**config.mk**
```make
export PLATFORM = sky130hd
export DESIGN_NAME = minmax_column_envelope
export DESIGN_NICKNAME = d
export VERILOG_FILES = /design/src/sv/cfm_pkg.sv /design/src/sv/minmax_column_envelope.sv /design/src/sv/cfm_front.sv /design/src/sv/cfm_queue.sv /design/src/sv/cfm_back.sv
export SDC_FILE = /design/constraint.sdc
export NUM_CORES = 2
export LEC_CHECK = 0
export BUFFER_PORTS_ARGS = -buffer_cell sky130_fd_sc_hd__buf_2
export CAP_MARGIN = 30
export CORE_ASPECT_RATIO = 0.75
export CORE_MARGIN = 10
export CORE_UTILIZATION = 30
export CTS_CLUSTER_SIZE = 8
export DETAILED_ROUTE_END_ITERATION = 10
export GPL_ROUTABILITY_DRIVEN = 0
export PLACE_DENSITY_LB_ADDON = 0.1
export SLEW_MARGIN = 5
export SYNTH_ARGS = -nofsm -noshare
export SYNTH_HDL_FRONTEND = slang
export SYNTH_SLANG_ARGS = --single-unit
```
**constraint.sdc**
```tcl
create_clock -name i_clk -period 20.4 [get_ports i_clk]
set_input_delay 1.02 -clock i_clk [delete_from_list [all_inputs] [get_ports i_clk]]
set_output_delay 1.02 -clock i_clk [all_outputs]
set_load 0.02 [all_outputs]
```
**src/sv/cfm_pkg.sv**
```systemverilog
`timescale 1ns / 1ps
`default_nettype none

package cfm_pkg;

    // register widths
    localparam int SpcW  = 16;
    localparam int DimW  = 13;
    localparam int HalfW = DimW - 1;
    localparam int ColW  = 12;
    localparam int RowW  = 12;

    localparam int CfgIdxW  = 2;
    localparam int CfgDataW = 16;

    localparam int DefSampleBits = 16;
    localparam int DefMaxDim     = 4096;
    localparam int DefQueueDepth = 4;

    typedef enum logic [CfgIdxW-1:0] {
        CFG_SPC    = 2'd0,
        CFG_HEIGHT = 2'd1,
        CFG_TOTAL  = 2'd2,
        CFG_NONE   = 2'd3
    } t_cfg_idx;

    localparam logic [SpcW-1:0] SpcReset    = 16'd1;
    localparam logic [DimW-1:0] HeightReset = 13'd200;
    localparam logic [DimW-1:0] TotalReset  = 13'd800;

    // effective configuration, already clamped
    typedef struct packed {
        logic [SpcW-1:0]  spc;
        logic [HalfW-1:0] half;
        logic [DimW-1:0]  total;
    } t_cfg;

endpackage

`default_nettype wire

```
**src/sv/minmax_column_envelope.sv**
```systemverilog
// Min/max column envelope for waveform display.
// s_axis carries signed audio samples (tdata) with tlast on the final sample
// of the stream. Samples fold, samples_per_column at a time, into columns; the
// min and max of each column (both seeded with zero) are mapped to pixel rows
// half + trunc(v * half / 2^(SAMPLE_BITS-1)), half = height / 2.
// m_axis gives one item per completed column: column, row_low, row_high, with
// tlast on the final column (on final sample or when column_total is reached).
// After the final column every input item is taken and dropped until reset.
// Configuration: cfg channel, index 0 samples_per_column, 1 image_height,
// 2 column_total; always ready, write only while the block is idle.
// Throughput: one sample per cycle while the queue is not full. The item of a
// closing column passes the queue write, then the multiply stage, then the
// output register before m_axis_tvalid rises.
// A 4-entry queue sits between the accumulator and the row mapping, so the
// input keeps flowing while the output is stalled until the queue fills;
// then s_axis_tready drops. Reset (i_rst_n low, synchronous) restores the
// register defaults 1 / 200 / 800 and clears all column state.
`timescale 1ns / 1ps
`default_nettype none

module minmax_column_envelope
    import cfm_pkg::*;
#(
    parameter int SAMPLE_BITS = DefSampleBits,
    parameter int MAX_DIM     = DefMaxDim
) (
    input  wire logic                                i_clk,
    input  wire logic                                i_rst_n,
    // tdata: sample
    input  wire logic [((SAMPLE_BITS + 7) / 8) * 8 - 1:0] s_axis_tdata,
    input  wire logic                                s_axis_tvalid,
    input  wire logic                                s_axis_tlast,
    output logic                                     s_axis_tready,
    // tdata: column [11:0], row_low [23:12], row_high [35:24], zero pad
    output logic [39:0]                              m_axis_tdata,
    output logic                                     m_axis_tvalid,
    output logic                                     m_axis_tlast,
    input  wire logic                                m_axis_tready,
    input  wire logic                                i_cfg_valid,
    output logic                                     o_cfg_ready,
    input  wire logic [CfgIdxW-1:0]                  i_cfg_index,
    input  wire logic [CfgDataW-1:0]                 i_cfg_data
);

    localparam int QW     = ColW + 2 * SAMPLE_BITS + 1;
    localparam int DimCap = (MAX_DIM < (1 << DimW) - 1) ? MAX_DIM : (1 << DimW) - 1;

    logic [SpcW-1:0] r_spc;
    logic [DimW-1:0] r_height, r_total;
    logic [DimW-1:0] h_sat, t_sat;
    t_cfg            cfg;

    logic            push, q_full, q_valid, pop;
    logic [QW-1:0]   push_data, q_data;
    logic [ColW-1:0] out_col;
    logic [RowW-1:0] out_lo, out_hi;

    assign o_cfg_ready = 1'b1;

    always_ff @(posedge i_clk) begin
        if (!i_rst_n) begin
            r_spc    <= SpcReset;
            r_height <= HeightReset;
            r_total  <= TotalReset;
        end else if (i_cfg_valid) begin
            unique case (t_cfg_idx'(i_cfg_index))
                CFG_SPC:    r_spc    <= i_cfg_data;
                CFG_HEIGHT: r_height <= i_cfg_data[DimW-1:0];
                CFG_TOTAL:  r_total  <= i_cfg_data[DimW-1:0];
                default:    ;
            endcase
        end
    end

    assign h_sat = (r_height > DimW'(DimCap)) ? DimW'(DimCap) : r_height;
    assign t_sat = (r_total > DimW'(DimCap)) ? DimW'(DimCap) : r_total;

    assign cfg.spc   = (r_spc == '0) ? SpcW'(1) : r_spc;
    assign cfg.half  = h_sat[DimW-1:1];
    assign cfg.total = (t_sat == '0) ? DimW'(1) : t_sat;

    cfm_front #(
        .SAMPLE_BITS (SAMPLE_BITS),
        .QW          (QW)
    ) u_front (
        .i_clk       (i_clk),
        .i_rst_n     (i_rst_n),
        .i_cfg       (cfg),
        .i_valid     (s_axis_tvalid),
        .i_sample    (s_axis_tdata[SAMPLE_BITS-1:0]),
        .i_final     (s_axis_tlast),
        .i_q_full    (q_full),
        .o_ready     (s_axis_tready),
        .o_push      (push),
        .o_push_data (push_data)
    );

    cfm_queue #(
        .W     (QW),
        .DEPTH (DefQueueDepth)
    ) u_queue (
        .i_clk   (i_clk),
        .i_rst_n (i_rst_n),
        .i_push  (push),
        .i_data  (push_data),
        .i_pop   (pop),
        .o_valid (q_valid),
        .o_full  (q_full),
        .o_data  (q_data)
    );

    cfm_back #(
        .SAMPLE_BITS (SAMPLE_BITS),
        .QW          (QW)
    ) u_back (
        .i_clk       (i_clk),
        .i_rst_n     (i_rst_n),
        .i_half      (cfg.half),
        .i_q_valid   (q_valid),
        .i_q_data    (q_data),
        .o_pop       (pop),
        .i_out_ready (m_axis_tready),
        .o_out_valid (m_axis_tvalid),
        .o_column    (out_col),
        .o_row_low   (out_lo),
        .o_row_high  (out_hi),
        .o_last      (m_axis_tlast)
    );

    assign m_axis_tdata = {4'b0, out_hi, out_lo, out_col};

endmodule

`default_nettype wire

```
**src/sv/cfm_front.sv**
```systemverilog
`timescale 1ns / 1ps
`default_nettype none

module cfm_front
    import cfm_pkg::*;
#(
    parameter int SAMPLE_BITS = DefSampleBits,
    parameter int QW          = ColW + 2 * SAMPLE_BITS + 1
) (
    input  wire logic                   i_clk,
    input  wire logic                   i_rst_n,
    input  wire t_cfg                   i_cfg,
    input  wire logic                   i_valid,
    input  wire logic [SAMPLE_BITS-1:0] i_sample,
    input  wire logic                   i_final,
    input  wire logic                   i_q_full,
    output logic                        o_ready,
    output logic                        o_push,
    output logic [QW-1:0]               o_push_data
);

    logic [SpcW-1:0]          r_fill;
    logic [DimW-1:0]          r_col;
    logic signed [SAMPLE_BITS-1:0] r_min, r_max;
    logic                     r_finished;

    logic signed [SAMPLE_BITS-1:0] s_val, n_min, n_max;
    logic [SpcW:0]            fill_inc;
    logic [DimW:0]            col_inc;
    logic                     accept, active, close, last;

    assign o_ready  = !i_q_full;
    assign accept   = i_valid && o_ready;
    assign active   = !r_finished && (r_col < i_cfg.total);
    assign s_val    = i_sample;
    assign n_min    = (s_val < r_min) ? s_val : r_min;
    assign n_max    = (s_val > r_max) ? s_val : r_max;
    assign fill_inc = {1'b0, r_fill} + 1'b1;
    assign col_inc  = {1'b0, r_col} + 1'b1;
    assign close    = (fill_inc >= {1'b0, i_cfg.spc}) || i_final;
    assign last     = i_final || (col_inc >= {1'b0, i_cfg.total});

    assign o_push      = accept && active && close;
    assign o_push_data = {last, n_max, n_min, r_col[ColW-1:0]};

    always_ff @(posedge i_clk) begin
        if (!i_rst_n) begin
            r_fill     <= '0;
            r_col      <= '0;
            r_min      <= '0;
            r_max      <= '0;
            r_finished <= 1'b0;
        end else if (accept && active) begin
            if (close) begin
                r_fill     <= '0;
                r_min      <= '0;
                r_max      <= '0;
                r_col      <= col_inc[DimW-1:0];
                r_finished <= last;
            end else begin
                r_fill <= fill_inc[SpcW-1:0];
                r_min  <= n_min;
                r_max  <= n_max;
            end
        end
    end

endmodule

`default_nettype wire

```
**src/sv/cfm_queue.sv**
```systemverilog
`timescale 1ns / 1ps
`default_nettype none

module cfm_queue
    import cfm_pkg::*;
#(
    parameter int W     = 8,
    parameter int DEPTH = DefQueueDepth
) (
    input  wire logic         i_clk,
    input  wire logic         i_rst_n,
    input  wire logic         i_push,
    input  wire logic [W-1:0] i_data,
    input  wire logic         i_pop,
    output logic              o_valid,
    output logic              o_full,
    output logic [W-1:0]      o_data
);

    localparam int AW = (DEPTH > 1) ? $clog2(DEPTH) : 1;

    logic [W-1:0]  r_mem [DEPTH];
    logic [AW-1:0] r_wp, r_rp;
    logic [AW:0]   r_cnt;
    logic          do_push, do_pop;

    assign o_valid = (r_cnt != '0);
    assign o_full  = (r_cnt == (AW + 1)'(DEPTH));
    assign o_data  = r_mem[r_rp];
    assign do_push = i_push && !o_full;
    assign do_pop  = i_pop && o_valid;

    always_ff @(posedge i_clk) begin
        if (do_push) begin
            r_mem[r_wp] <= i_data;
        end
    end

    always_ff @(posedge i_clk) begin
        if (!i_rst_n) begin
            r_wp  <= '0;
            r_rp  <= '0;
            r_cnt <= '0;
        end else begin
            if (do_push) begin
                r_wp <= (r_wp == AW'(DEPTH - 1)) ? '0 : r_wp + 1'b1;
            end
            if (do_pop) begin
                r_rp <= (r_rp == AW'(DEPTH - 1)) ? '0 : r_rp + 1'b1;
            end
            case ({do_push, do_pop})
                2'b10:   r_cnt <= r_cnt + 1'b1;
                2'b01:   r_cnt <= r_cnt - 1'b1;
                default: r_cnt <= r_cnt;
            endcase
        end
    end

endmodule

`default_nettype wire

```
**src/sv/cfm_back.sv**
```systemverilog
`timescale 1ns / 1ps
`default_nettype none

module cfm_back
    import cfm_pkg::*;
#(
    parameter int SAMPLE_BITS = DefSampleBits,
    parameter int QW          = ColW + 2 * SAMPLE_BITS + 1
) (
    input  wire logic             i_clk,
    input  wire logic             i_rst_n,
    input  wire logic [HalfW-1:0] i_half,
    input  wire logic             i_q_valid,
    input  wire logic [QW-1:0]    i_q_data,
    output logic                  o_pop,
    input  wire logic             i_out_ready,
    output logic                  o_out_valid,
    output logic [ColW-1:0]       o_column,
    output logic [RowW-1:0]       o_row_low,
    output logic [RowW-1:0]       o_row_high,
    output logic                  o_last
);

    localparam int PW = SAMPLE_BITS + HalfW + 1;
    localparam int SH = SAMPLE_BITS - 1;

    logic signed [SAMPLE_BITS-1:0] q_min, q_max;
    logic [ColW-1:0]  q_col;
    logic             q_last;

    // stage 1: products
    logic                 r_s1_valid, n_s1_valid;
    logic signed [PW-1:0] r_p_lo, r_p_hi;
    logic [ColW-1:0]      r_s1_col;
    logic                 r_s1_last;
    logic [HalfW-1:0]     r_s1_half;

    logic                 r_out_valid, n_out_valid;
    logic                 out_free, s1_free;
    logic signed [HalfW:0] half_s;
    logic signed [PW-1:0] row_lo, row_hi;

    assign {q_last, q_max, q_min, q_col} = i_q_data;

    assign out_free = !r_out_valid || i_out_ready;
    assign s1_free  = !r_s1_valid || out_free;
    assign o_pop    = i_q_valid && s1_free;
    assign half_s   = {1'b0, i_half};

    assign n_s1_valid  = o_pop || (r_s1_valid && !out_free);
    assign n_out_valid = (r_s1_valid && out_free) || (r_out_valid && !i_out_ready);

    // row = half + trunc(p / 2^SH), truncation toward zero
    function automatic logic signed [PW-1:0] to_row(input logic signed [PW-1:0] p,
                                                     input logic [HalfW-1:0] h);
        logic signed [PW-1:0] bias;
        logic signed [PW-1:0] q;
        bias = p[PW-1] ? PW'((64'd1 << SH) - 64'd1) : '0;
        q    = (p + bias) >>> SH;
        return q + $signed(PW'(h));
    endfunction

    assign row_lo = to_row(r_p_lo, r_s1_half);
    assign row_hi = to_row(r_p_hi, r_s1_half);

    always_ff @(posedge i_clk) begin
        if (!i_rst_n) begin
            r_s1_valid  <= 1'b0;
            r_out_valid <= 1'b0;
        end else begin
            r_s1_valid  <= n_s1_valid;
            r_out_valid <= n_out_valid;
        end
    end

    always_ff @(posedge i_clk) begin
        if (o_pop) begin
            r_p_lo    <= PW'(q_min * half_s);
            r_p_hi    <= PW'(q_max * half_s);
            r_s1_col  <= q_col;
            r_s1_last <= q_last;
            r_s1_half <= i_half;
        end
        if (r_s1_valid && out_free) begin
            o_column   <= r_s1_col;
            o_row_low  <= row_lo[RowW-1:0];
            o_row_high <= row_hi[RowW-1:0];
            o_last     <= r_s1_last;
        end
    end

    assign o_out_valid = r_out_valid;

endmodule

`default_nettype wire

```
---- Word level (Yosys, flattened, before mapping) ----
Memory sizes are Yosys's and may differ from the RTL's. A register that Yosys moved wholly into a read port is not among the register bits.
Cells that the tools add are included.
operators by class
  add/sub/neg operators ................... 10
  multiply operators ...................... 2
  magnitude comparators ................... 7
  equal/unequal tests ..................... 7
  muxes and demuxes ....................... 18
  reductions and logical operators ........ 31
operator list
  kind                   number
  $mux 16                6
  $mul 16x13->29         2
  $add 27x27->27         2
  $mux 13                3
  $mux 15                2
  $gt 13x13->1 const B   2
  $add 12x12->12         2
  $add 16x1->17 const B  1
  $ge 17x16->1           1
  $gt 16x16->1           1
  $logic_not 16->1       1
  $lt 16x16->1           1
  $add 13x1->14 const B  1
  $ge 14x13->1           1
  $logic_not 13->1       1
  $lt 13x13->1           1
  $logic_and 1x1->1      10
  $eq 2x2->1 const B     4
  $mux 2                 4
  $reduce_and 2->1       4
  $logic_not 1->1        6
  $logic_or 1x1->1       6
  $pmux 3 s2             1
  $add 2x1->2 const B    2
  other kinds (8)        10
word-level totals
  flip-flop bits (word level) ............. 233
  RAM bits ................................ 180
  input bits .............................. 40
  output and inout port bits .............. 44
  memories kept ........................... 1
memory list
  memory         depth  bits a word  read ports  clocked after Yosys merged registers in  wr ports  line             source
  u_queue.r_mem  4      45           1           1                                        1         cfm_queue.sv:22  logic [W-1:0] r_mem [DEPTH];

---- Logic depth before layout (Yosys ltp) ----
  depth in word-level cells ............... 11
  depth in mapped cells ................... 27
  gate-level depth less buffers ........... 24

---- Cells and area by module ----
A second synthesis with hierarchy kept.
unflattened totals
  cell total of the unflattened synthesis .. 3219
  area, all modules ....................... 33937.5 µm²
by module, submodules not included
  module                  instances  cells an instance  area an instance (µm²)  sequential area each (µm²)
  cfm_back                1          2056               19951.6                 3583.4
  cfm_queue               1          291                7049.3                  5585.4
  cfm_front               1          633                5068.6                  1241.2
  minmax_column_envelope  1          239                1868.0                  820.8

---- Worst setup path after synthesis ----
OpenSTA, ideal clock, no wires.
  path type ............................... input to register
  start point ............................. in m_axis_tready
  end point ............................... reg u_queue.r_cnt[2]
  data arrival time ....................... 6881 ps
  required time ........................... 20324 ps
  path slack .............................. 13443 ps
  stages on the path ...................... 8
  buffers on the path ..................... 0
  path through ............................ nor2b_1 > a21oi_1 > ha_1 > inv_1 > fa_1 > xor2_1 > or3_1 > a21boi_0
between the ends
  word-level cells in the longest chain between the ends .. 6
  elaborated cells between the ends (all ways) .. 8
ends and longest elaborated chain
  element                                          line                          source
  start, declared                                  minmax_column_envelope.sv:38  input wire logic m_axis_tready,
  $logic_or 1x1->1 (*)                             cfm_back.sv:45                assign out_free = !r_out_valid || i_out_ready;
  $logic_or 1x1->1 (*)                             cfm_back.sv:46                assign s1_free = !r_s1_valid || out_free;
  $logic_and 1x1->1 (*)                            cfm_back.sv:47                assign o_pop = i_q_valid && s1_free;
  net pop                                          minmax_column_envelope.sv:53  logic push, q_full, q_valid, pop;
  $logic_and 1x1->1 (*)                            cfm_queue.sv:31               assign do_pop = i_pop && o_valid;
  $eq 2x1->1 or $eq 2x2->1 (tied branches)         cfm_queue.sv:51               case ({do_push, do_pop})
  $pmux 3 s2 or $reduce_bool 2->1 (tied branches)  --
  end signal, assigned                             cfm_queue.sv:52               2'b10: r_cnt <= r_cnt + 1'b1;
  end signal, assigned                             cfm_queue.sv:53               2'b01: r_cnt <= r_cnt - 1'b1;
  end signal, assigned                             cfm_queue.sv:54               default: r_cnt <= r_cnt;
  end, declared                                    cfm_queue.sv:24               logic [AW:0] r_cnt;
The timed path passes the listed nets; every way through them passes the cells marked *.
A chain may end at the register's enable or synchronous reset.

---- Worst setup path in the final report ----
  start point ............................. reg r_height[12]
  end point ............................... reg u_back.r_p_lo[26] (data pin)
between the ends
  word-level cells in the longest chain between the ends .. 3
ends and longest elaborated chain
  element                 line                          source
  start, declared         minmax_column_envelope.sv:49  logic [DimW-1:0] r_height, r_total;
  start signal, assigned  minmax_column_envelope.sv:63  r_height <= HeightReset;
  start signal, assigned  minmax_column_envelope.sv:68  CFG_HEIGHT: r_height <= i_cfg_data[DimW-1:0];
  $gt 13x13->1            minmax_column_envelope.sv:75  assign h_sat = (r_height > DimW'(DimCap)) ? DimW'(DimCap) : r_height;
  $mux 13 (*)             minmax_column_envelope.sv:75
  $mul 16x13->29 (*)      cfm_back.sv:78                r_p_lo <= PW'(q_min * half_s);
  end signal, assigned    cfm_back.sv:78
  end, declared           cfm_back.sv:33                logic signed [PW-1:0] r_p_lo, r_p_hi;
Every way passes the cells marked *; elsewhere a longest branch is shown, timed or not.

==> qor.txt <==
summed negative setup slack over all endpoints: 0 ns
number of antenna cells inserted: 0
Die Area: 124000 µm²
fraction of the yosys area taken by sequential cells: 0.339
number of global-route vias before repair: 24205
CP Data Arrival Time: 8.90 ns
cts bufs inserted: 58
GRT Residual Overflow: 0
1st-pass router iterations: 5
summed instance area of the synthesized netlist: 33100 µm²
total of cells resized after clock tree synthesis: 0
Area Overhead vs Synth: 11.7%
total number of vias: 22154
Buffers on Ports: 78
worst slew slack as a fraction of its limit: 0.367
initial core utilization: 0.303
clk_skew: 0.0280 ns
gate family responsible for the most delay along the worst path: adder cells
maximum number of pins on one net before global-route repair: 100
data required time at the worst endpoint: 20.79 ns
cell repeated most along the worst path: inv_1
die width: 404 µm
maximum count of clock buffers along a single path: 3
maximum cell stage delay along the critical path: 0.69 ns
flop and latch count out of synthesis: 412
final number of setup-violating endpoints: 0
Max-cap violations: 0
initial detailed-routing violation count: 1320
DR WL/cell: 19.0 µm
quantity of hold-fixing buffers added after cts: 0
number of antenna violations at the first check in global routing: 0
clock-pin slew on the worst setup and hold paths: 0.05 ns
number of pins with negative max-slew slack in the final report: 0
TritonCTS Sinks: 412
post-layout min period: 8.52 ns
Mapped Cells: 3161
result of the run: completed
aggregate global-route resource usage: 0.148
antenna-violating nets left: 0
average size of a mapped cell: 10.5 µm²
number of library cell types mapped by synthesis: 76
first-pass GRT wire length: 144000 µm
Max stage delay cell, worst path: dfxtp_1
worst min-delay path class: flop to flop
largest area contributor in the netlist: edfxtp_1
Die Y-Extent: 308 µm
leading cell types by total area after synthesis: edfxtp_1, fa_1, ha_1
critical path, cell by cell: inv_1, nand2_1, buf_4, inv_1, and2_1, fa_1, inv_1, fa_1, inv_1, fa_1, inv_1, fa_1, fa_1, inv_1, ha_1, o21ai_0, a21oi_1, nand2_1, a31oi_1, a221oi_1, a211oi_1, a41oi_1, nor2b_1, xnor2_1
Post-synth top flop: edfxtp_1
unrepaired setup endpoints after global routing: false
number of rows in the core area: 105
peak fanout along the critical path: 13
pin slew with the least headroom to its limit: 0.944 ns
Crit path buffers/inverters: 7
Post-Route WL: 89700 µm
type of origin of the critical path: flop
critical path endpoint category: flop
post-detailed-route via-to-cell ratio: 4.69
core box area: 109000 µm²
CTS tree: yes
top-area cell type share of the netlist area: 0.270
layout cell share with drive strength beyond 1: 0.0850
Yosys warnings: 0
Post-CTS Repair Setup Buffers: 0
maximum clock frequency: 0.117 GHz
H-tree depth: 2
post-synthesis async set-or-reset flop share: 0
number of top-level pins: 84
number of enable-type register cells in the synthesized netlist: 298
Period Utilization, post-route: 0.417
half-perimeter wire length after detailed placement: 69500 µm
classification of the worst setup path: flop to flop
final count of hold timing violations: 0
DRC violation count after routing: 0
clock insertion delay at the later pin of the skew report: 0.65 ns
root buffer cell: clkbuf_16
nets: 3908
-- layout by cell type (no fill, tap or decap), types with 25 or more instances in the layout --
cell type  netlist  layout
ha_1           265     265
dfxtp_1        114     112
fa_1           359     359
o21a_1          45      45
nor3_1          25      25
a21o_1          40      40
clkbuf_1        75      33
and2_1          70      66
xor2_1          34      34
a21boi_0        49      49
buf_4            5      37
edfxtp_1       298     298
a21oi_1         81      80
nand3_1         43      43
buf_2            9      78
clkbuf_16        0      59
xnor2_1         99      99
inv_1          558     558
mux2_2          38      38
nor2_1         221     221
o21ai_0         60      60
nand2_1        371     371
-- cells in the mapped netlist (all sizes together) (34+ instances only) --
cell type    n
ha         265
nand3       43
a21boi      54
inv        559
nor2       223
o21ai       85
dfxtp      114
xor2        34
nand2      372
edfxtp     298
a21o        40
and2        70
fa         359
mux2        38
clkbuf      75
a21oi       81
xnor2       99
o21a        45
-- per-layer routing --
layer | routed length [µm] | track usage | part of all wire | up-vias
li1 | - | - | - | 10457
met1 | 42800 | 0.206 | 0.48 | 11143
met2 | 39700 | 0.234 | 0.44 | 455
met3 | 5500 | 0.0341 | 0.061 | 99
met4 | 1670 | 0.0315 | 0.019 | 0
met5 | 0 | 0 | 0 | -
-- through the flow --
| step | hold slack, ns | utilization | cells | worst slack [ns] | area, µm² |
|---|---|---|---|---|---|
| after floorplan | 0.400 | - | 3164 | 13.44 | 33100 |
| after detailed placement | 0.406 | 0.322 | 4622 | 11.57 | 35200 |
| final | 0.402 | 0.338 | 4725 | 11.88 | 37000 |
| after global placement | 0.405 | 0.321 | 4617 | 11.65 | 35200 |
| after global routing | 0.427 | 0.338 | 4725 | 11.45 | 37000 |
| after CTS | 0.408 | 0.337 | 4719 | 11.57 | 36900 |
-- flip-flops by register name, indices dropped and copies added, names as in the netlist, 13 cells and up, named ones only --
name            flops
u_front.r_fill     16
r_total            13
u_front.r_col      13
u_front.r_max      16
u_back.r_p_hi      28
u_front.r_min      16
r_spc              16
u_queue.r_mem     180
u_back.r_p_lo      28
-- worst paths after layout --
path | from | to | slack, ns | cells past startpoint
max | r_height[12] | u_back.r_p_lo[26] | 11.88 | 24
min | u_back.r_s1_last | u_back.o_last | 0.40 | 0
max reg2reg | r_height[12] | u_back.r_p_lo[26] | 11.88 | 24
min reg2reg | u_back.r_s1_last | u_back.o_last | 0.40 | 0
-- kinds of logic after synthesis --
group | count (synthesis) | share of synthesized area
other | 2 | 0.000227
AO/OA/AOI/OAI | 407 | 0.0833
adder cells (fa/ha/maj) | 624 | 0.317
buffers and inverters | 662 | 0.0769
AND/OR/NAND/NOR | 836 | 0.113
XOR/XNOR | 133 | 0.0352
flip-flops | 412 | 0.339
multiplexers | 85 | 0.0358
-- layout make-up --
cell class,instances,area (µm²)
Clock inverter,4,72.6
Multi-Input combinational cell,2090,19400
Timing Repair Buffer,120,777
Tap cell,1444,1810
Clock buffer,93,1610
Inverter,562,2110
Sequential cell,412,11200
Fill cell,11061,72400
-- worst reg2reg max path, stage by stage, from the launching register on --
cell,delay (ns)
dfxtp_1,0.69
inv_1,0.35
nand2_1,0.66
buf_4,0.42
inv_1,0.42
and2_1,0.30
fa_1,0.51
inv_1,0.06
fa_1,0.55
inv_1,0.06
fa_1,0.50
inv_1,0.05
fa_1,0.46
fa_1,0.54
inv_1,0.04
ha_1,0.28
o21ai_0,0.11
a21oi_1,0.35
nand2_1,0.11
a31oi_1,0.61
a221oi_1,0.27
a211oi_1,0.42
a41oi_1,0.21
nor2b_1,0.18
xnor2_1,0.11
Power is left out: the tool's default activity adds up to more than one toggle a clock period on the data nets, which glitch-free logic cannot reach.
